<file path="config.mk">
export PLATFORM = sky130hd
export DESIGN_NAME = unsigned_to_ascii_digits
export DESIGN_NICKNAME = d
export VERILOG_FILES = /design/src/hw/rtl/u2a_pkg.sv /design/src/hw/rtl/u2a_digit_cell.sv /design/src/hw/rtl/unsigned_to_ascii_digits.sv
export SDC_FILE = /design/constraint.sdc
export NUM_CORES = 1
export LEC_CHECK = 0
export ABC_CLOCK_PERIOD_IN_PS = 4300
export BUFFER_PORTS_ARGS = -buffer_cell sky130_fd_sc_hd__buf_2
export CORE_MARGIN = 2
export CORE_UTILIZATION = 25
export DETAILED_ROUTE_END_ITERATION = 6
export PLACE_DENSITY = 0.41
export SYNTH_ARGS = -nofsm -noshare
export SYNTH_HDL_FRONTEND = slang
export SYNTH_SLANG_ARGS = --single-unit
</file>
<file path="constraint.sdc">
create_clock -name clk -period 4.3 [get_ports clk]
set_clock_uncertainty 0.15 [all_clocks]
set_input_delay 0.43 -clock clk [delete_from_list [all_inputs] [get_ports clk]]
set_output_delay 0.43 -clock clk [all_outputs]
set_load 0.1 [all_outputs]
</file>
<file path="src/hw/rtl/u2a_pkg.sv">
// Shared types, constants and helpers for the unsigned-to-ASCII digit converter.
`default_nettype none

package u2a_pkg;

  localparam int unsigned ValueWidth = 32;
  localparam int unsigned DigitWidth = 4;
  localparam int unsigned NumCells   = 10;
  localparam int unsigned CharWidth  = 7;
  localparam int unsigned BitCntWidth = $clog2(ValueWidth);
  localparam int unsigned DigCntWidth = $clog2(NumCells + 1);

  localparam logic [CharWidth-1:0] AsciiZero = 7'h30;
  localparam logic [CharWidth-1:0] AsciiA    = 7'h41;
  localparam logic [DigitWidth-1:0] DecRadix = 4'd10;

  // Command codes
  typedef enum logic {
    CMD_DEC = 1'b0,
    CMD_HEX = 1'b1
  } cmd_t;

  // Operation applied to every cell of the chain in the same cycle
  typedef enum logic [1:0] {
    CELL_HOLD,
    CELL_CLEAR,
    CELL_SHIFT_BIT,
    CELL_SHIFT_DIGIT
  } cell_op_t;

  typedef struct packed {
    cell_op_t op;
    logic     hex;
  } cell_ctrl_t;

  typedef struct packed {
    logic                  command;
    logic [ValueWidth-1:0] value;
  } request_t;

  typedef struct packed {
    logic [CharWidth-1:0] character;
    logic                 last;
  } result_t;

  typedef enum logic [1:0] {
    ST_IDLE,
    ST_CONVERT,
    ST_EMIT
  } state_t;

  // Add-3 correction of double dabble; hex mode passes the digit through.
  function automatic logic [DigitWidth-1:0] dabble_fix(input logic [DigitWidth-1:0] d,
                                                       input logic hex);
    if (!hex && (d >= 4'd5)) begin
      dabble_fix = d + 4'd3;
    end else begin
      dabble_fix = d;
    end
  endfunction

  function automatic logic [CharWidth-1:0] digit_to_ascii(input logic [DigitWidth-1:0] d);
    if (d < DecRadix) begin
      digit_to_ascii = AsciiZero + {3'b000, d};
    end else begin
      digit_to_ascii = AsciiA + {3'b000, d - DecRadix};
    end
  endfunction

endpackage

`default_nettype wire

</file>
<file path="src/hw/rtl/u2a_digit_cell.sv">
// One digit cell of the conversion chain: double-dabble step or digit shift.
`default_nettype none

module u2a_digit_cell (
  input  wire logic                            clk,
  input  wire u2a_pkg::cell_ctrl_t             ctrl,
  input  wire logic [u2a_pkg::DigitWidth-1:0]  nb_digit,
  output logic [u2a_pkg::DigitWidth-1:0]       digit
);

  logic [u2a_pkg::DigitWidth-1:0] own_fix;
  logic [u2a_pkg::DigitWidth-1:0] nb_fix;
  logic [u2a_pkg::DigitWidth-1:0] digit_next;

  // The carry into this cell is the top bit of the lower neighbor after its correction.
  assign own_fix = u2a_pkg::dabble_fix(digit, ctrl.hex);
  assign nb_fix  = u2a_pkg::dabble_fix(nb_digit, ctrl.hex);

  always_comb begin
    case (ctrl.op)
      u2a_pkg::CELL_CLEAR:       digit_next = '0;
      u2a_pkg::CELL_SHIFT_BIT:   digit_next = {own_fix[u2a_pkg::DigitWidth-2:0],
                                               nb_fix[u2a_pkg::DigitWidth-1]};
      u2a_pkg::CELL_SHIFT_DIGIT: digit_next = nb_digit;
      default:                   digit_next = digit;
    endcase
  end

  always_ff @(posedge clk) begin
    digit <= digit_next;
  end

endmodule

`default_nettype wire

</file>
<file path="src/hw/rtl/unsigned_to_ascii_digits.sv">
// Top level: converts a 32-bit unsigned value to ASCII decimal or hex digits.
`default_nettype none

// A transaction is taken when start is high and busy is low. The value is then
// shifted one bit per cycle into a chain of ten 4-bit digit cells
// (double dabble with add-3 correction in decimal, plain nibble shift in hex).
// The chain then moves up one digit per cycle; leading zeros are dropped and
// every significant digit appears on result for exactly one cycle with
// result_valid high, most significant first, last set on the final digit.
// A transaction runs through the accept, the bit shift over all 32 value bits and
// the sweep of the ten digit cells to the last digit. busy falls in the cycle the
// last digit is shown, so the next start may follow at once. The receiver cannot
// stall: each result must be taken in its cycle.
module unsigned_to_ascii_digits (
  input  wire logic              clk,
  input  wire logic              rst,
  input  wire logic              start,
  input  wire u2a_pkg::request_t request,
  output logic                   busy,
  output logic                   result_valid,
  output u2a_pkg::result_t       result
);

  u2a_pkg::state_t                   state, state_next;
  logic [u2a_pkg::ValueWidth-1:0]    shreg, shreg_next;
  logic [u2a_pkg::BitCntWidth-1:0]   bit_cnt, bit_cnt_next;
  logic [u2a_pkg::DigCntWidth-1:0]   remaining, remaining_next;
  logic                              started, started_next;
  logic                              hex, hex_next;
  logic                              result_valid_next;
  u2a_pkg::result_t                  result_next;
  u2a_pkg::cell_ctrl_t               cell_ctrl;

  logic [u2a_pkg::DigitWidth-1:0]    digits [u2a_pkg::NumCells];
  logic [u2a_pkg::DigitWidth-1:0]    top_digit;

  assign top_digit = digits[u2a_pkg::NumCells-1];
  assign busy      = (state != u2a_pkg::ST_IDLE);

  // Cell chain: cell 0 sees the value's top bit posing as a neighbor digit, so
  // its carry in after correction is exactly that bit; once the value is
  // shifted out it feeds zeros during the digit sweep.
  for (genvar i = 0; i < u2a_pkg::NumCells; i++) begin : g_cell
    logic [u2a_pkg::DigitWidth-1:0] nb;
    if (i == 0) begin : g_first
      assign nb = {shreg[u2a_pkg::ValueWidth-1], {(u2a_pkg::DigitWidth-1){1'b0}}};
    end else begin : g_rest
      assign nb = digits[i-1];
    end
    u2a_digit_cell u_cell (
      .clk      (clk),
      .ctrl     (cell_ctrl),
      .nb_digit (nb),
      .digit    (digits[i])
    );
  end

  always_ff @(posedge clk) begin
    if (rst) begin
      state        <= u2a_pkg::ST_IDLE;
      result_valid <= 1'b0;
      bit_cnt      <= '0;
      remaining    <= '0;
      started      <= 1'b0;
    end else begin
      state        <= state_next;
      result_valid <= result_valid_next;
      bit_cnt      <= bit_cnt_next;
      remaining    <= remaining_next;
      started      <= started_next;
    end
  end

  always_ff @(posedge clk) begin
    shreg  <= shreg_next;
    hex    <= hex_next;
    result <= result_next;
  end

  always_comb begin
    state_next        = state;
    shreg_next        = shreg;
    bit_cnt_next      = bit_cnt;
    remaining_next    = remaining;
    started_next      = started;
    hex_next          = hex;
    result_valid_next = 1'b0;
    result_next       = result;
    cell_ctrl.op      = u2a_pkg::CELL_HOLD;
    cell_ctrl.hex     = hex;

    unique case (state)
      u2a_pkg::ST_IDLE: begin
        if (start) begin
          // Take the transaction and clear the chain.
          shreg_next   = request.value;
          hex_next     = (request.command == u2a_pkg::CMD_HEX);
          bit_cnt_next = '0;
          cell_ctrl.op = u2a_pkg::CELL_CLEAR;
          state_next   = u2a_pkg::ST_CONVERT;
        end
      end

      u2a_pkg::ST_CONVERT: begin
        // Advance one value bit into the chain.
        cell_ctrl.op = u2a_pkg::CELL_SHIFT_BIT;
        shreg_next   = {shreg[u2a_pkg::ValueWidth-2:0], 1'b0};
        bit_cnt_next = bit_cnt + 1'b1;
        if (bit_cnt == u2a_pkg::BitCntWidth'(u2a_pkg::ValueWidth - 1)) begin
          remaining_next = u2a_pkg::DigCntWidth'(u2a_pkg::NumCells);
          started_next   = 1'b0;
          state_next     = u2a_pkg::ST_EMIT;
        end
      end

      u2a_pkg::ST_EMIT: begin
        // Sweep digits upward; drop leading zeros but always keep the last digit.
        cell_ctrl.op   = u2a_pkg::CELL_SHIFT_DIGIT;
        remaining_next = remaining - 1'b1;
        if (started || (top_digit != '0) || (remaining == 1)) begin
          started_next          = 1'b1;
          result_valid_next     = 1'b1;
          result_next.character = u2a_pkg::digit_to_ascii(top_digit);
          result_next.last      = (remaining == 1);
        end
        if (remaining == 1) begin
          state_next = u2a_pkg::ST_IDLE;
        end
      end

      default: begin
        state_next = u2a_pkg::ST_IDLE;
      end
    endcase
  end

endmodule

`default_nettype wire

</file>
# After elaboration in Yosys (flattened, before gate mapping)
# Index checks and enable logic that the tools add are counted.
[totals]
register_bits = 94
inputBits = 36
out_inout_bits = 10
elab_cells = 124
[classes]
add_sub_neg = 16
order_cmp = 12
eq_ne = 11
n_mux = 38
bitwise = 1
reduce_logical = 27
[ops]
columns = ["operator", "n"]
rows = [
  ["$pmux 4 s3", 10],
  ["$pmux 32 s2", 1],
  ["$ge 4x3->1 const B", 11],
  ["$mux 4", 11],
  ["$add 4x2->4 const B", 10],
  ["$mux 32", 1],
  ["$pmux 2 s3", 2],
  ["$logic_and 1x1->1", 11],
  ["$pmux 5 s2", 1],
  ["$ne 2x2->1 const B", 4],
  ["$pmux 4 s2", 1],
  ["$reduce_and 2->1", 4],
  ["$add 6x4->7 const A", 1],
  ["$add 7x4->7 const A", 1],
  ["$mux 7", 1],
  ["$eq 2x2->1 const B", 3],
  ["$mux 2", 3],
  ["$reduce_and 3->1", 2],
  ["$reduce_bool 2->1", 3],
  ["$add 5x1->5 const B", 1],
  ["$eq 5x5->1 const B", 1],
  ["$mux 5", 1],
  ["$eq 2x1->1 const B", 2],
  ["$eq 4x1->1 const B", 1],
  ["14 further kinds", 18],
]

# Depth between registers and ports, before layout
# Gate-level depths: netlist (run 1).
[logic_depth]
depth_word = 5
ltp_mapped = 8
ltp_nobuf = 7

# Hierarchy
# From an unflattened synthesis (run 1), not the netlist that was laid out.
[hier_totals]
cells_unflattened = 510
hier_area_um2 = 5705.5
[by_module_without_submodules]
columns = ["module", "n_inst", "cells_each", "area_per_inst_um2", "seq_area_each_um2"]
rows = [
  ["u2a_digit_cell", 10, 32, 317.8, 120.1],
  ["unsigned_to_ascii_digits", 1, 190, 2527.4, 1491.4],
]

# Worst setup path before layout (run 1)
# No wires, ideal clock.
[synth_path]
path_kind = "register to register"
startpoint = "register state[1]"
endpoint = "register shreg[0] in the netlist's numbering, enable pin"
setup_ns = 0.388
arrival_time_ns = 2.152
t_required_ns = 3.762
path_slack_ns = 1.610
stages_incl_launch_ff = 5
n_path_buf = 0
synth_period_minus_slack_ns = 2.690
path_cell_list = "dfxtp_1 inv_1 ha_1 inv_1 a21o_1"
[synth_via]
elab_chain_cells = 3
elab_cells_between_ends = 5
cone_classes = "2 x eq/ne; 3 x reduce/logical"
[synth_rtl]
columns = ["element", "line", "text"]
rows = [
  ["start, declared", "unsigned_to_ascii_digits.sv:24", "u2a_pkg::state_t state, state_next;"],
  ["start signal, assigned", "unsigned_to_ascii_digits.sv:60", "state <= u2a_pkg::ST_IDLE;"],
  ["start signal, assigned", "unsigned_to_ascii_digits.sv:66", "state <= state_next;"],
  ["$eq 2x1->1 or $logic_not 2->1 (tied branches)", "unsigned_to_ascii_digits.sv:92", "unique case (state)"],
  ["$reduce_bool 2->1 (no source line) or $ne 2x2->1 (tied branches)", "-", ""],
  ["$reduce_and 2->1 (no source line) (*)", "-", ""],
  ["end signal, assigned", "unsigned_to_ascii_digits.sv:75", "shreg <= shreg_next;"],
  ["end, declared", "unsigned_to_ascii_digits.sv:25", "logic [u2a_pkg::ValueWidth-1:0] shreg, shreg_next;"],
]
# Every way passes the cells marked *; elsewhere a longest branch is shown, timed or not.
# A chain may end at the register's enable or synchronous reset.

# Final worst setup path (run 1)
[layout_path]
startpoint = "register state[1]"
endpoint = "register g_cell[8].u_cell.digit[2] in the netlist's numbering (data pin)"
[layout_via]
elab_chain_cells = 4
elab_cells_between_ends = 8
cone_classes = "5 x eq/ne; 2 x mux; 1 x reduce/logical"
[layout_rtl]
columns = ["element", "line", "text"]
rows = [
  ["$eq 2x2->1, or another cell as far along", "unsigned_to_ascii_digits.sv:92", ""],
  ["$pmux 2 s3 (*)", "unsigned_to_ascii_digits.sv:92", ""],
  ["$eq 2x2->1 or $eq 2x1->1 (tied branches)", "u2a_digit_cell.sv:20", "case (ctrl.op)"],
  ["$pmux 4 s3 (*)", "u2a_digit_cell.sv:20", ""],
  ["via g_cell[8].u_cell.digit_next, one bit", "u2a_digit_cell.sv:13", "logic [u2a_pkg::DigitWidth-1:0] digit_next;"],
  ["end signal, assigned", "u2a_digit_cell.sv:30", "digit <= digit_next;"],
  ["end, declared", "u2a_digit_cell.sv:8", "output logic [u2a_pkg::DigitWidth-1:0] digit"],
]
# The timed path passes the listed nets; every way through them passes the cells marked *.

==> metrics.json, run 1 <==
{
  "stdcell_area": {"value": 0.006116, "unit": "mm^2"},
  "asyncSetResetFlopFracSynth": {"value": 0, "unit": "%"},
  "vdd_ir_drop_max": {"value": 0.1875, "unit": "mV"},
  "power_leakage": {"value": 2.199, "unit": "nW"},
  "detail_route.drc_violations": {"value": 0},
  "die_y": {"value": 150.0, "unit": "um"},
  "clock_path_buffers": {"value": 2},
  "synth_warn": {"value": 0},
  "synth-edff-count": {"value": 81},
  "path_clk_slew": {"value": 0.07, "unit": "ns"},
  "timing.final.hold_violations": {"value": 0},
  "cts-root-buf": {"value": "sky130_fd_sc_hd__clkbuf_16"},
  "largest_net_degree_at_the_start_of_global_routing": {"value": 41},
  "io_pins": {"value": 46},
  "fmax": {"value": 389.9, "unit": "MHz"},
  "dieArea": {"value": 0.02249, "unit": "mm^2"},
  "post_route_cells_drive_above_1_share": {"value": 21.59, "unit": "%"},
  "globalplace.congestion": {"value": 0.7231},
  "startpoint_type": {"value": "flip-flop"},
  "worstSetupPathType": {"value": "flip-flop to flip-flop"},
  "timing.final.max_slew_violations": {"value": 0},
  "setup_violations": {"value": 0},
  "timing.critical_path.slowest_stage_cell": {"value": "sky130_fd_sc_hd__and2_1"},
  "cts_hold_buf": {"value": 0},
  "hold_path.class": {"value": "primary input to flip-flop"},
  "flow.area_growth_from_synthesis": {"value": 14.80, "unit": "%"},
  "final_nets": {"value": 589},
  "grt_remaining_overflow": {"value": 0},
  "insertion_delay_of_the_later_clocked_pin_in_the_worst_skew_pair": {"value": 0.35, "unit": "ns"},
  "timing.critical_path.required": {"value": 4.31, "unit": "ns"},
  "slew-limit-headroom": {"value": 24.36, "unit": "%"},
  "synth_seq_cells": {"value": 94},
  "post_synth_inst_count": {"value": 482},
  "mean_number_of_vias_per_cell": {"value": 4.433},
  "route.antenna.remaining_nets": {"value": 0},
  "drt_first_pass_iters": {"value": 4},
  "status": {"value": "completed"},
  "fin_crit": {"value": 2.565, "unit": "ns"},
  "routed-via-count": {"value": 3560},
  "netlist_area_before_placement": {"value": 0.005328, "unit": "mm^2"},
  "setup_repair_after_global_routing_missed_its_margin": {"value": "no"},
  "grt_antenna_before_repair": {"value": 0},
  "post_synthesis_net_count": {"value": 548},
  "timing.critical_path.cells": {"value": "inv_1 -> ha_1 -> and2_1 -> nand2_1 -> o21ai_0"},
  "synth.avg_cell_area": {"value": 11.05, "unit": "um^2"},
  "cpPeakStageDelay": {"value": 0.95, "unit": "ns"},
  "gr-usage-all-layers": {"value": 9.742, "unit": "%"},
  "rows": {"value": 53},
  "cts_tree": {"value": "done"},
  "grt_pass1_vias": {"value": 3577},
  "fin_tns_setup": {"value": 0, "unit": "ns"},
  "starting_density_of_the_core": {"value": 25.42, "unit": "%"},
  "max_slew.worst_pin.slew": {"value": 1.135, "unit": "ns"},
  "post_synth_main_area_contributors": {"value": "sky130_fd_sc_hd__edfxtp_1 (46%), sky130_fd_sc_hd__mux2_2 (8.5%), sky130_fd_sc_hd__ha_1 (7.0%), sky130_fd_sc_hd__dfxtp_1 (4.9%), sky130_fd_sc_hd__o21ai_0 (3.9%)"},
  "routedWlPerCell": {"value": 13.07, "unit": "um"},
  "totalWireLength": {"value": 10490, "unit": "um"},
  "h-tree-depth": {"value": 3},
  "seq_area_frac_synth": {"value": 50.54, "unit": "%"},
  "detailedRoute.firstIterationViolations": {"value": 190},
  "post_cts.resized_instances": {"value": 0},
  "postCtsSetupRepairBufs": {"value": 0},
  "design.core.area": {"value": 0.02096, "unit": "mm^2"},
  "worstPathArrival": {"value": 2.58, "unit": "ns"},
  "setup.worst_path.end_class": {"value": "flip-flop"},
  "crit_path_max_fanout": {"value": 27},
  "ys_dominant_reg_cell": {"value": "sky130_fd_sc_hd__edfxtp_1"},
  "postPlaceCellArea": {"value": 0.005826, "unit": "mm^2"},
  "max-cap-violations": {"value": 0},
  "detailedPlacementHpwl": {"value": 6963, "unit": "um"},
  "most_frequent_cells_after_synthesis": {"value": "sky130_fd_sc_hd__edfxtp_1 (81), sky130_fd_sc_hd__nand2_1 (45), sky130_fd_sc_hd__o21ai_0 (42)"},
  "grt_first_pass_wirelength": {"value": 17390, "unit": "um"},
  "cellPowerDensity": {"value": 416.8, "unit": "mW/mm^2"},
  "synth_top_area_cell": {"value": "sky130_fd_sc_hd__edfxtp_1"},
  "n_antenna_cell": {"value": 0},
  "io_buffers": {"value": 45},
  "final.period_utilization": {"value": 59.65, "unit": "%"},
  "synth_top_area_share": {"value": 45.66, "unit": "%"},
  "synth.most_common_cell": {"value": "sky130_fd_sc_hd__edfxtp_1"},
  "cts_num_sinks": {"value": 94},
  "cts-buffers-inserted": {"value": 9},
  "die_w": {"value": 150.0, "unit": "um"},
  "synthDistinctLibCells": {"value": 49}
}
power by group:
| group | internal (mW) | leakage [nW] | switching (mW) |
|---|---|---|---|
| registers | 1.14 | 0.911 | 0.0777 |
| clock network | 0.450 | 0.143 | 0.350 |
| logic | 0.228 | 1.15 | 0.300 |
| total | 1.82 | 2.20 | 0.728 |
metrics by stage:
stage               utilization [%]  setup slack, ns  hold slack (ns)  total power [mW]  cells
finish                        29.19            1.735           0.1375             2.549    803
floorplan                         -            1.610           0.3170             1.640    482
CTS                           29.19            1.660           0.1170             2.595    803
global route                  29.19            1.475           0.1189             2.700    803
global placement              27.80            1.747           0.3453             1.766    787
detailed placement            27.80            1.680           0.3435             1.775    787
layout by cell type, fill, tap and decap left out, types with 3 or more instances in the layout:
master and count:
sky130_fd_sc_hd__mux2i_1 10, sky130_fd_sc_hd__clkinv_2 3, sky130_fd_sc_hd__a21boi_0 3, sky130_fd_sc_hd__xnor2_1 11
sky130_fd_sc_hd__buf_4 5, sky130_fd_sc_hd__nand2_1 45, sky130_fd_sc_hd__ha_1 29, sky130_fd_sc_hd__nor4_1 9
sky130_fd_sc_hd__dfxtp_1 13, sky130_fd_sc_hd__o22ai_1 5, sky130_fd_sc_hd__a21boi_1 7, sky130_fd_sc_hd__buf_2 45
sky130_fd_sc_hd__edfxtp_1 81, sky130_fd_sc_hd__clkbuf_16 9, sky130_fd_sc_hd__and2_1 4, sky130_fd_sc_hd__o21a_1 9
sky130_fd_sc_hd__nand2b_1 12, sky130_fd_sc_hd__and3_1 4, sky130_fd_sc_hd__a21oi_1 20, sky130_fd_sc_hd__o21ai_1 3
sky130_fd_sc_hd__o22ai_2 3, sky130_fd_sc_hd__o21ai_0 42, sky130_fd_sc_hd__mux2_2 40, sky130_fd_sc_hd__nor2b_1 15
sky130_fd_sc_hd__nand3_1 4, sky130_fd_sc_hd__inv_1 39, sky130_fd_sc_hd__nor2_1 25
flip-flops by register name (all words and copies together) (netlist names):
register	cells
g_cell.u_cell.digit	40
shreg	32
result	8
bit_cnt	5
remaining	4
state	2
hex	1
result_valid	1
started	1
per-layer routing:
layer	track usage, %	part of all wire [%]	vias up
met5	0	0	-
met4	3.208	1.2	0
met3	3.323	5.0	8
met2	15.59	45	56
met1	12.31	48	1691
li1	-	-	1805
final timing paths:
kind / endpoint / start / cells past startpoint / slack, ns
worst max register to register: g_cell[8].u_cell.digit[2]$_DFFE_PP_ / state[1]$_SDFFE_PP0P_ / 5 / 1.74
worst min-delay path: hex$_DFFE_PP_ / request[32] / 1 / 0.14
worst max-delay path: g_cell[8].u_cell.digit[2]$_DFFE_PP_ / state[1]$_SDFFE_PP0P_ / 5 / 1.74
worst min register to register: started$_SDFFE_PP0P_ / started$_SDFFE_PP0P_ / 2 / 0.36
logic make-up (layout without fill, tap and decap cells):
group / after synthesis / after routing / synth area share [%]
buffers and inverters: 59 / 105 / 4.838
and+or+nand+nor: 126 / 126 / 11.62
muxes: 51 / 51 / 10.54
AOI/OAI and AO/OA: 109 / 109 / 13.27
adders and majority gates: 30 / 30 / 7.046
xor gates and xnor gates: 13 / 13 / 2.137
DFF: 94 / 94 / 50.54
area by class of cell:
class	instances	area [um^2]
flip-flops and latches	94	2693
clock inverters	6	61.31
repair buffers	50	262.8
clock buffers	10	229.0
multi-input cells	329	2380
inverters	39	146.4
well taps	275	344.1
fillers	2202	14840
worst max-delay path, delay by kind of cell (launching register included):
family	cells	cell delay, ns
and+or+nand+nor	2	1.07
adders and majority gates	1	0.55
DFF	1	0.39
AOI/OAI and AO/OA	1	0.13
buffers and inverters	1	0.08
(Power assumes the default switching activity.)
==> run 2, diff against run 1 <==
--- a/config.mk
+++ b/config.mk
@@ -5,12 +5,13 @@
 export SDC_FILE = /design/constraint.sdc
 export NUM_CORES = 1
 export LEC_CHECK = 0
-export ABC_CLOCK_PERIOD_IN_PS = 4300
+export ABC_AREA = 1
+export ABC_CLOCK_PERIOD_IN_PS = 2100
 export BUFFER_PORTS_ARGS = -buffer_cell sky130_fd_sc_hd__buf_2
 export CORE_MARGIN = 2
 export CORE_UTILIZATION = 25
 export DETAILED_ROUTE_END_ITERATION = 6
-export PLACE_DENSITY = 0.41
+export PLACE_DENSITY = 0.42
 export SYNTH_ARGS = -nofsm -noshare
 export SYNTH_HDL_FRONTEND = slang
 export SYNTH_SLANG_ARGS = --single-unit
==> constraint.sdc (replaced) <==
create_clock -name clk -period 2.1 [get_ports clk]
set_clock_uncertainty 0.15 [all_clocks]
set_input_delay 0.21 -clock clk [delete_from_list [all_inputs] [get_ports clk]]
set_output_delay 0.21 -clock clk [all_outputs]
set_load 0.1 [all_outputs]
==> run 2 against run 1 <==
  * Sequential power grew to 3.1 times the previous value
  * Die area up 2.7%
  * Flip-flop and latch count is the same
  * Worst hold slack got worse by 0.019 ns
  * Critical path depth down 1
  * Utilization rose by 2.0 points
  * Critical endpoint is now busy
==> metrics.json, run 2 <==
{
  "cell_internal_pwr": {"value": 5.830, "unit": "mW", "change": "was 1.821 mW"},
  "hold_ws": {"value": 0.1187, "unit": "ns", "change": "was 0.1375 ns"},
  "clock_power_share": {"value": 16.1, "unit": "%", "change": "was 31.4%"},
  "mostFrequentLayoutCell": {"value": "sky130_fd_sc_hd__nand2_1", "change": "was sky130_fd_sc_hd__edfxtp_1"},
  "cts-root-buf": {"value": "sky130_fd_sc_hd__clkbuf_16", "change": "unchanged"},
  "clock_path_buffers": {"value": 2, "change": "unchanged"},
  "routedWlPerCell": {"value": 11.88, "unit": "um", "change": "was 13.07 um"},
  "timing.critical_path.required": {"value": 1.74, "unit": "ns", "change": "was 4.31 ns"},
  "cellPowerDensity": {"value": 1565, "unit": "mW/mm^2", "change": "was 416.8 mW/mm^2"},
  "fmax": {"value": 520.9, "unit": "MHz"},
  "totalWireLength": {"value": 12470, "unit": "um", "change": "was 10490 um"},
  "rows": {"value": 54, "change": "was 53"},
  "synthDistinctLibCells": {"value": 29, "change": "was 49"},
  "mean_number_of_vias_per_cell": {"value": 4.300, "change": "was 4.433"},
  "gr-usage-all-layers": {"value": 11.34, "unit": "%", "change": "was 9.742%"},
  "mostFrequentLayoutCells": {"value": "sky130_fd_sc_hd__nand2_1 (277), sky130_fd_sc_hd__edfxtp_1 (81), sky130_fd_sc_hd__nand3_1 (69)", "change": "was sky130_fd_sc_hd__edfxtp_1 (81), sky130_fd_sc_hd__nand2_1 (45), sky130_fd_sc_hd__buf_2 (45)"},
  "detail_route.drc_violations": {"value": 0, "change": "unchanged"},
  "worstPathArrival": {"value": 1.56, "unit": "ns", "change": "was 2.58 ns"},
  "most_frequent_cells_after_synthesis": {"value": "sky130_fd_sc_hd__nand2_1 (278), sky130_fd_sc_hd__edfxtp_1 (81), sky130_fd_sc_hd__nand3_1 (69)", "change": "was sky130_fd_sc_hd__edfxtp_1 (81), sky130_fd_sc_hd__nand2_1 (45), sky130_fd_sc_hd__o21ai_0 (42)"},
  "n_antenna_cell": {"value": 0, "change": "unchanged"},
  "synth_warn": {"value": 0, "change": "unchanged"},
  "worstSetupPathType": {"value": "flip-flop to primary output", "change": "was flip-flop to flip-flop"},
  "flow.area_growth_from_synthesis": {"value": 23.64, "unit": "%", "change": "was 14.80%"},
  "power.share.sequential": {"value": 35.7, "unit": "%", "change": "was 47.9%"},
  "cts_tree": {"value": "done", "change": "unchanged"},
  "crit_path_max_fanout": {"value": 4, "change": "was 27"},
  "detailedRoute.firstIterationViolations": {"value": 216, "change": "was 190"},
  "largest_net_degree_at_the_start_of_global_routing": {"value": 40, "change": "was 41"},
  "synth_top_area_share": {"value": 44.40, "unit": "%", "change": "was 45.66%"},
  "ys_dominant_reg_cell": {"value": "sky130_fd_sc_hd__edfxtp_1", "change": "unchanged"},
  "grt_first_pass_wirelength": {"value": 21610, "unit": "um", "change": "was 17390 um"},
  "globalplace.congestion": {"value": 0.7403, "change": "was 0.7231"},
  "max-cap-violations": {"value": 0, "change": "unchanged"},
  "route.antenna.remaining_nets": {"value": 0, "change": "unchanged"},
  "seq_area_frac_synth": {"value": 49.15, "unit": "%", "change": "was 50.54%"},
  "io_buffers": {"value": 45, "change": "unchanged"},
  "slew-limit-headroom": {"value": 56.20, "unit": "%", "change": "was 24.36%"},
  "io_pins": {"value": 46, "change": "unchanged"},
  "synth.avg_cell_area": {"value": 8.067, "unit": "um^2", "change": "was 11.05 um^2"},
  "timing.final.ws_setup": {"value": 0.1801, "unit": "ns", "change": "was 1.735 ns"},
  "post_synth_main_area_contributors": {"value": "sky130_fd_sc_hd__edfxtp_1 (44%), sky130_fd_sc_hd__nand2_1 (19%), sky130_fd_sc_hd__ha_1 (6.9%), sky130_fd_sc_hd__nand3_1 (6.3%), sky130_fd_sc_hd__a21oi_1 (5.0%)", "change": "was sky130_fd_sc_hd__edfxtp_1 (46%), sky130_fd_sc_hd__mux2_2 (8.5%), sky130_fd_sc_hd__ha_1 (7.0%), sky130_fd_sc_hd__dfxtp_1 (4.9%), sky130_fd_sc_hd__o21ai_0 (3.9%)"},
  "gr-max-usage-layer": {"value": "met2", "change": "unchanged"},
  "gr_met3_demand_resource": {"value": 2.653, "unit": "%", "change": "was 3.323%"},
  "largest_reg_flops": {"value": 40, "change": "unchanged"},
  "power_leakage": {"value": 2.935, "unit": "nW", "change": "was 2.199 nW"},
  "post_synth_inst_count": {"value": 679, "change": "was 482"},
  "grt_use_met2": {"value": 17.74, "unit": "%", "change": "was 15.59%"},
  "setup_violations": {"value": 0, "change": "unchanged"},
  "synth-edff-count": {"value": 81, "change": "unchanged"},
  "biggestRegsByFlops": {"value": "g_cell.u_cell.digit x40, shreg x32, result x8", "change": "unchanged"},
  "starting_density_of_the_core": {"value": 25.26, "unit": "%", "change": "was 25.42%"},
  "startpoint_type": {"value": "flip-flop", "change": "unchanged"},
  "power.net_switching": {"value": 4.772, "unit": "mW", "change": "was 0.7277 mW"},
  "synth.most_common_cell": {"value": "sky130_fd_sc_hd__nand2_1", "change": "was sky130_fd_sc_hd__edfxtp_1"},
  "post_synthesis_net_count": {"value": 745, "change": "was 548"},
  "comb_power_share": {"value": 48.2, "unit": "%", "change": "was 20.7%"},
  "die_w": {"value": 152.0, "unit": "um", "change": "was 150.0 um"},
  "grt_remaining_overflow": {"value": 0, "change": "unchanged"},
  "swShare": {"value": 45.01, "unit": "%", "change": "was 28.55%"},
  "design.core.area": {"value": 0.02169, "unit": "mm^2", "change": "was 0.02096 mm^2"},
  "status": {"value": "completed", "change": "unchanged"},
  "timing.final.max_slew_violations": {"value": 0, "change": "unchanged"},
  "setup.worst_path.end_class": {"value": "primary output", "change": "was flip-flop"},
  "insertion_delay_of_the_later_clocked_pin_in_the_worst_skew_pair": {"value": 0.35, "unit": "ns", "change": "about the same"},
  "max_slew.worst_pin.slew": {"value": 0.6546, "unit": "ns", "change": "was 1.135 ns"},
  "grt_antenna_before_repair": {"value": 0, "change": "unchanged"},
  "grt_pass1_vias": {"value": 4387, "change": "was 3577"},
  "routed-via-count": {"value": 4511, "change": "was 3560"},
  "timing.final.hold_violations": {"value": 0, "change": "unchanged"},
  "dieArea": {"value": 0.02311, "unit": "mm^2", "change": "was 0.02249 mm^2"},
  "cts_num_sinks": {"value": 94, "change": "unchanged"},
  "vdd_ir_drop_max": {"value": 0.5804, "unit": "mV", "change": "was 0.1875 mV"},
  "final_nets": {"value": 830, "change": "was 589"},
  "detailedPlacementHpwl": {"value": 8350, "unit": "um", "change": "was 6963 um"},
  "asyncSetResetFlopFracSynth": {"value": 0, "unit": "%", "change": "unchanged"},
  "cts-buffers-inserted": {"value": 9, "change": "unchanged"},
  "post_route_cells_drive_above_1_share": {"value": 11.96, "unit": "%", "change": "was 21.59%"},
  "synth_top_area_cell": {"value": "sky130_fd_sc_hd__edfxtp_1", "change": "unchanged"},
  "dp_worst_setup_slack": {"value": 0.1881, "unit": "ns", "change": "was 1.680 ns"},
  "path_clk_slew": {"value": 0.07, "unit": "ns", "change": "about the same"},
  "fin_crit": {"value": 1.920, "unit": "ns"},
  "global_route.usage.met1": {"value": 15.39, "unit": "%", "change": "was 12.31%"},
  "final.period_utilization": {"value": 91.42, "unit": "%"},
  "setup_repair_after_global_routing_missed_its_margin": {"value": "no", "change": "unchanged"},
  "fin_tns_setup": {"value": 0, "unit": "ns", "change": "unchanged"},
  "synth_seq_cells": {"value": 94, "change": "unchanged"},
  "drt_first_pass_iters": {"value": 4, "change": "unchanged"},
  "netlist_area_before_placement": {"value": 0.005478, "unit": "mm^2", "change": "was 0.005328 mm^2"},
  "h-tree-depth": {"value": 3, "change": "unchanged"},
  "largest-register": {"value": "g_cell.u_cell.digit", "change": "unchanged"},
  "die_y": {"value": 152.0, "unit": "um", "change": "was 150.0 um"},
  "hold_path.class": {"value": "primary input to flip-flop", "change": "unchanged"}
}
run 2: through the flow:
step	utilization [%]	total power [mW]	std cells	instance area [um^2]
global route	31.23	11.70	1049	6773
global placement	28.22	9.005	999	6120
CTS	31.23	10.77	1049	6773
finish	31.23	10.60	1049	6773
detailed placement	28.22	8.932	999	6120
floorplan	-	7.521	679	5492
run 2: layout make-up:
class                           count  area [um^2]
Fill cell                        2309        14920
Multi-Input combinational cell    491         2416
Clock buffer                       10        239.0
Timing Repair Buffer               96        733.2
Sequential cell                    94         2693
Clock inverter                      6        71.32
Inverter                           72        270.3
Tap cell                          280        350.3
run 2: worst max-delay path: stages, from the launching register on:
cell and delay (ns):
sky130_fd_sc_hd__dfxtp_1 0.42, sky130_fd_sc_hd__inv_1 0.11, sky130_fd_sc_hd__ha_1 0.28, sky130_fd_sc_hd__inv_1 0.11, sky130_fd_sc_hd__buf_4 0.30
run 2: power groups by stage:
stage | clock [mW] | combinational, mW | sequential, mW
after CTS | 1.79 | 5.19 | 3.80
final | 1.71 | 5.11 | 3.78
after detailed placement | 0 | 5.11 | 3.82
after global routing | 1.86 | 5.93 | 3.91
after floorplan | 0 | 3.52 | 4.00
after global placement | 0 | 5.19 | 3.82
run 2: timing repair:
action | in CTS | in global routing
hold endpoints to repair | 39 | 0
resized for setup | 1 | 0
endpoints found under the setup margin | 1 | 0
setup buffers | 0 | 0
hold buffers | 34 | 0
run 2: layer usage:
layer	vias to the layer above	share of wire, %
li1	2382	-
met1	2026	50
met2	89	44
met3	14	4.2
met4	0	1.6
met5	-	0
run 2: kinds of logic after synthesis:
family                   Yosys count  share of synthesized area, %
XOR/XNOR                          11                         1.759
buffers and inverters             94                         7.035
AND/OR/NAND/NOR                  378                         28.07
AO/OA/AOI/OAI                     72                         7.126
adder cells (fa/ha/maj)           30                         6.852
flip-flops                        94                         49.15
run 2: worst paths after layout:
kind | start | slack, ns | depth (start not counted) | end
worst max register to register | g_cell[9].u_cell.digit[1]$_DFFE_PP_ | 0.21 | 5 | result[2]$_DFFE_PP_
worst min register to register | bit_cnt[4]$_SDFFE_PP0P_ | 0.32 | 2 | bit_cnt[4]$_SDFFE_PP0P_
worst max-delay path | state[1]$_SDFFE_PP0P_ | 0.18 | 4 | busy
worst min-delay path | start | 0.12 | 3 | hex$_DFFE_PP_
==> run 3, diff against run 2 <==
--- a/config.mk
+++ b/config.mk
@@ -5,7 +5,6 @@
 export SDC_FILE = /design/constraint.sdc
 export NUM_CORES = 1
 export LEC_CHECK = 0
-export ABC_AREA = 1
 export ABC_CLOCK_PERIOD_IN_PS = 2100
 export BUFFER_PORTS_ARGS = -buffer_cell sky130_fd_sc_hd__buf_2
 export CORE_MARGIN = 2
==> run 3 against run 2 <==
  * Fmax decreased by 1.9%
  * Register-to-register slack got worse by 0.07 ns
  * Sequential share of layout area increased by 1.5 points
  * Utilization decreased by 0.090 points
  * Die area decreased by 2.7%
  * Clock power about the same
==> metrics.json, run 3 (synthesis gave the netlist of run 1 again) <==
{
  "status": {"value": "completed", "change": "unchanged"},
  "final_nets": {"value": 624, "change": "was 830"},
  "h-tree-depth": {"value": 3, "change": "unchanged"},
  "grt_antenna_before_repair": {"value": 0, "change": "unchanged"},
  "cts_num_sinks": {"value": 94, "change": "unchanged"},
  "cellPowerDensity": {"value": 825.1, "unit": "mW/mm^2", "change": "was 1565 mW/mm^2"},
  "worstPathArrival": {"value": 1.86, "unit": "ns", "change": "was 1.56 ns"},
  "detailedPlacementHpwl": {"value": 6976, "unit": "um", "change": "was 8350 um"},
  "starting_density_of_the_core": {"value": 25.42, "unit": "%", "change": "was 25.26%"},
  "gr-max-usage-layer": {"value": "met2", "change": "unchanged"},
  "post_route_cells_drive_above_1_share": {"value": 23.27, "unit": "%", "change": "was 11.96%"},
  "io_pins": {"value": 46, "change": "unchanged"},
  "cts_tree": {"value": "done", "change": "unchanged"},
  "rows": {"value": 53, "change": "was 54"},
  "grt_pass1_vias": {"value": 3663, "change": "was 4387"},
  "slew-limit-headroom": {"value": 67.59, "unit": "%", "change": "was 56.20%"},
  "crit_path_max_fanout": {"value": 26, "change": "was 4"},
  "max-cap-violations": {"value": 0, "change": "unchanged"},
  "timing.final.max_slew_violations": {"value": 0, "change": "unchanged"},
  "biggestRegsByFlops": {"value": "g_cell.u_cell.digit x40, shreg x32, result x8", "change": "unchanged"},
  "mostFrequentLayoutCells": {"value": "sky130_fd_sc_hd__edfxtp_1 (81), sky130_fd_sc_hd__nand2_1 (44), sky130_fd_sc_hd__buf_2 (44)", "change": "was sky130_fd_sc_hd__nand2_1 (277), sky130_fd_sc_hd__edfxtp_1 (81), sky130_fd_sc_hd__nand3_1 (69)"},
  "clock_path_buffers": {"value": 2, "change": "unchanged"},
  "setup_violations": {"value": 0, "change": "unchanged"},
  "gr_met3_demand_resource": {"value": 3.323, "unit": "%", "change": "was 2.653%"},
  "setup_repair_after_global_routing_missed_its_margin": {"value": "no", "change": "unchanged"},
  "dieArea": {"value": 0.02249, "unit": "mm^2", "change": "was 0.02311 mm^2"},
  "io_buffers": {"value": 45, "change": "unchanged"},
  "num-fill-cells": {"value": 2195, "change": "was 2309"},
  "max_slew.worst_pin.slew": {"value": 0.4895, "unit": "ns", "change": "was 0.6546 ns"},
  "power_leakage": {"value": 2.355, "unit": "nW", "change": "was 2.935 nW"},
  "global_route.usage.met1": {"value": 12.69, "unit": "%", "change": "was 15.39%"},
  "timing.final.hold_violations": {"value": 0, "change": "unchanged"},
  "fin_tns_setup": {"value": 0, "unit": "ns", "change": "unchanged"},
  "fmax": {"value": 511.2, "unit": "MHz", "change": "was 520.9 MHz"},
  "startpoint_type": {"value": "flip-flop", "change": "unchanged"},
  "grt_remaining_overflow": {"value": 0, "change": "unchanged"},
  "largest_reg_flops": {"value": 40, "change": "unchanged"},
  "largest-register": {"value": "g_cell.u_cell.digit", "change": "unchanged"},
  "vdd_ir_drop_max": {"value": 0.4784, "unit": "mV", "change": "was 0.5804 mV"},
  "gr-usage-all-layers": {"value": 9.944, "unit": "%", "change": "was 11.34%"},
  "path_clk_slew": {"value": 0.07, "unit": "ns", "change": "about the same"},
  "routed-via-count": {"value": 3691, "change": "was 4511"},
  "drt_first_pass_iters": {"value": 4, "change": "unchanged"},
  "n_antenna_cell": {"value": 0, "change": "unchanged"},
  "setup.worst_path.end_class": {"value": "flip-flop", "change": "was primary output"},
  "detailedRoute.firstIterationViolations": {"value": 216, "change": "unchanged"},
  "cts-root-buf": {"value": "sky130_fd_sc_hd__clkbuf_16", "change": "unchanged"},
  "final.period_utilization": {"value": 93.15, "unit": "%", "change": "was 91.42%"},
  "cts-buffers-inserted": {"value": 9, "change": "unchanged"},
  "mostFrequentLayoutCell": {"value": "sky130_fd_sc_hd__edfxtp_1", "change": "was sky130_fd_sc_hd__nand2_1"},
  "route.antenna.remaining_nets": {"value": 0, "change": "unchanged"},
  "insertion_delay_of_the_later_clocked_pin_in_the_worst_skew_pair": {"value": 0.35, "unit": "ns", "change": "about the same"},
  "globalplace.congestion": {"value": 0.7287, "change": "was 0.7403"},
  "timing.critical_path.required": {"value": 2.00, "unit": "ns", "change": "was 1.74 ns"},
  "final_core_utilization": {"value": 31.14, "unit": "%", "change": "was 31.23%"},
  "flow.area_growth_from_synthesis": {"value": 22.48, "unit": "%", "change": "was 23.64%"},
  "die_y": {"value": 150.0, "unit": "um", "change": "was 152.0 um"},
  "detail_route.drc_violations": {"value": 0, "change": "unchanged"},
  "die_w": {"value": 150.0, "unit": "um", "change": "was 152.0 um"},
  "grt_use_met2": {"value": 16.00, "unit": "%", "change": "was 17.74%"},
  "fin_crit": {"value": 1.956, "unit": "ns", "change": "was 1.920 ns"},
  "layout.area.seq": {"value": 0.002694, "unit": "mm^2", "change": "was 0.002693 mm^2"},
  "design.core.area": {"value": 0.02096, "unit": "mm^2", "change": "was 0.02169 mm^2"},
  "mean_number_of_vias_per_cell": {"value": 4.405, "change": "was 4.300"},
  "worstSetupPathType": {"value": "flip-flop to flip-flop", "change": "was flip-flop to primary output"},
  "grt_first_pass_wirelength": {"value": 17780, "unit": "um", "change": "was 21610 um"},
  "routedWlPerCell": {"value": 12.56, "unit": "um", "change": "was 11.88 um"},
  "multiInputGateArea": {"value": 0.002405, "unit": "mm^2", "change": "was 0.002416 mm^2"},
  "hold_path.class": {"value": "primary input to flip-flop", "change": "unchanged"},
  "postCtsSetupRepairBufs": {"value": 0, "change": "unchanged"},
  "largest_net_degree_at_the_start_of_global_routing": {"value": 41, "change": "was 40"},
  "totalWireLength": {"value": 10530, "unit": "um", "change": "was 12470 um"}
}
run 3: cell types whose count changed in the layout (fill, tap and decap cells not counted), moves of 10 or more:
| cell | previous run | this run |
|---|---|---|
| sky130_fd_sc_hd__nand2b_1 | 0 | 11 |
| sky130_fd_sc_hd__o21ai_0 | 7 | 42 |
| sky130_fd_sc_hd__nand2_1 | 277 | 44 |
| sky130_fd_sc_hd__xnor2_1 | 0 | 11 |
| sky130_fd_sc_hd__mux2_2 | 0 | 40 |
| sky130_fd_sc_hd__nand3_1 | 69 | 4 |
| sky130_fd_sc_hd__inv_1 | 68 | 38 |
| sky130_fd_sc_hd__nor2b_1 | 0 | 15 |
| sky130_fd_sc_hd__a21oi_1 | 55 | 20 |
| sky130_fd_sc_hd__mux2i_1 | 0 | 10 |
run 3: final cells by class:
class                           instances  share of cell area (%)
Multi-Input combinational cell        329                   36.86
Sequential cell                        94                   41.28
Timing Repair Buffer                   85                   9.626
Clock inverter                          7                   1.208
Inverter                               39                   2.301
Clock buffer                            9                   3.452
Tap cell                              275                   5.273
run 3: critical path, cell delays in order, from the launching register on:
cell,delay [ns]
sky130_fd_sc_hd__dfxtp_1,0.35
sky130_fd_sc_hd__inv_1,0.13
sky130_fd_sc_hd__ha_2,0.30
sky130_fd_sc_hd__and2_1,0.25
sky130_fd_sc_hd__o21ai_0,0.12
sky130_fd_sc_hd__nand2_2,0.13
sky130_fd_sc_hd__buf_12,0.21
run 3: repair_timing:
item                                   CTS  global route
hold buffers                            25             0
setup endpoints to repair                1            38
resized for setup                        1             4
endpoints found under the hold margin   25             0
run 3: metrics by stage:
stage / hold WS [ns] / total power [mW] / setup slack [ns] / cell area (um^2) / instances
finish: 0.02010 / 5.384 / 0.1438 / 6525 / 838
global route: 0.005435 / 5.723 / 0.02533 / 6525 / 838
CTS: 0.0001086 / 5.479 / 0.05219 / 6509 / 838
detailed placement: 0.2536 / 3.690 / 0.1058 / 5952 / 797
global placement: 0.2488 / 3.677 / 0.1169 / 5952 / 797
floorplan: 0.1316 / 3.362 / 0.008304 / 5341 / 482
run 3: path summary, 6_finish.rpt:
path                                               from                                  end  slack [ns]  cells past startpoint
worst min-delay path                         request[7]                   shreg[7]$_DFFE_PP_        0.02                      2
worst max-delay path              state[1]$_SDFFE_PP0P_  g_cell[6].u_cell.digit[1]$_DFFE_PP_        0.14                      6
worst max register to register    state[1]$_SDFFE_PP0P_  g_cell[6].u_cell.digit[1]$_DFFE_PP_        0.14                      6
worst min register to register  bit_cnt[0]$_SDFFE_PP0P_              bit_cnt[0]$_SDFFE_PP0P_        0.34                      1
run 3: where the power goes:
| part | internal (mW) | switching (mW) |
|---|---|---|
| Clock | 0.936 | 0.758 |
| Sequential | 2.34 | 0.156 |
| Combinational | 0.559 | 0.637 |
| Total | 3.83 | 1.55 |
run 3: metal layers:
layer	vias to the layer above	part of all wire [%]
met4	0	1.2
li1	1876	-
met1	1754	49
met5	-	0
met3	9	3.9
met2	52	46
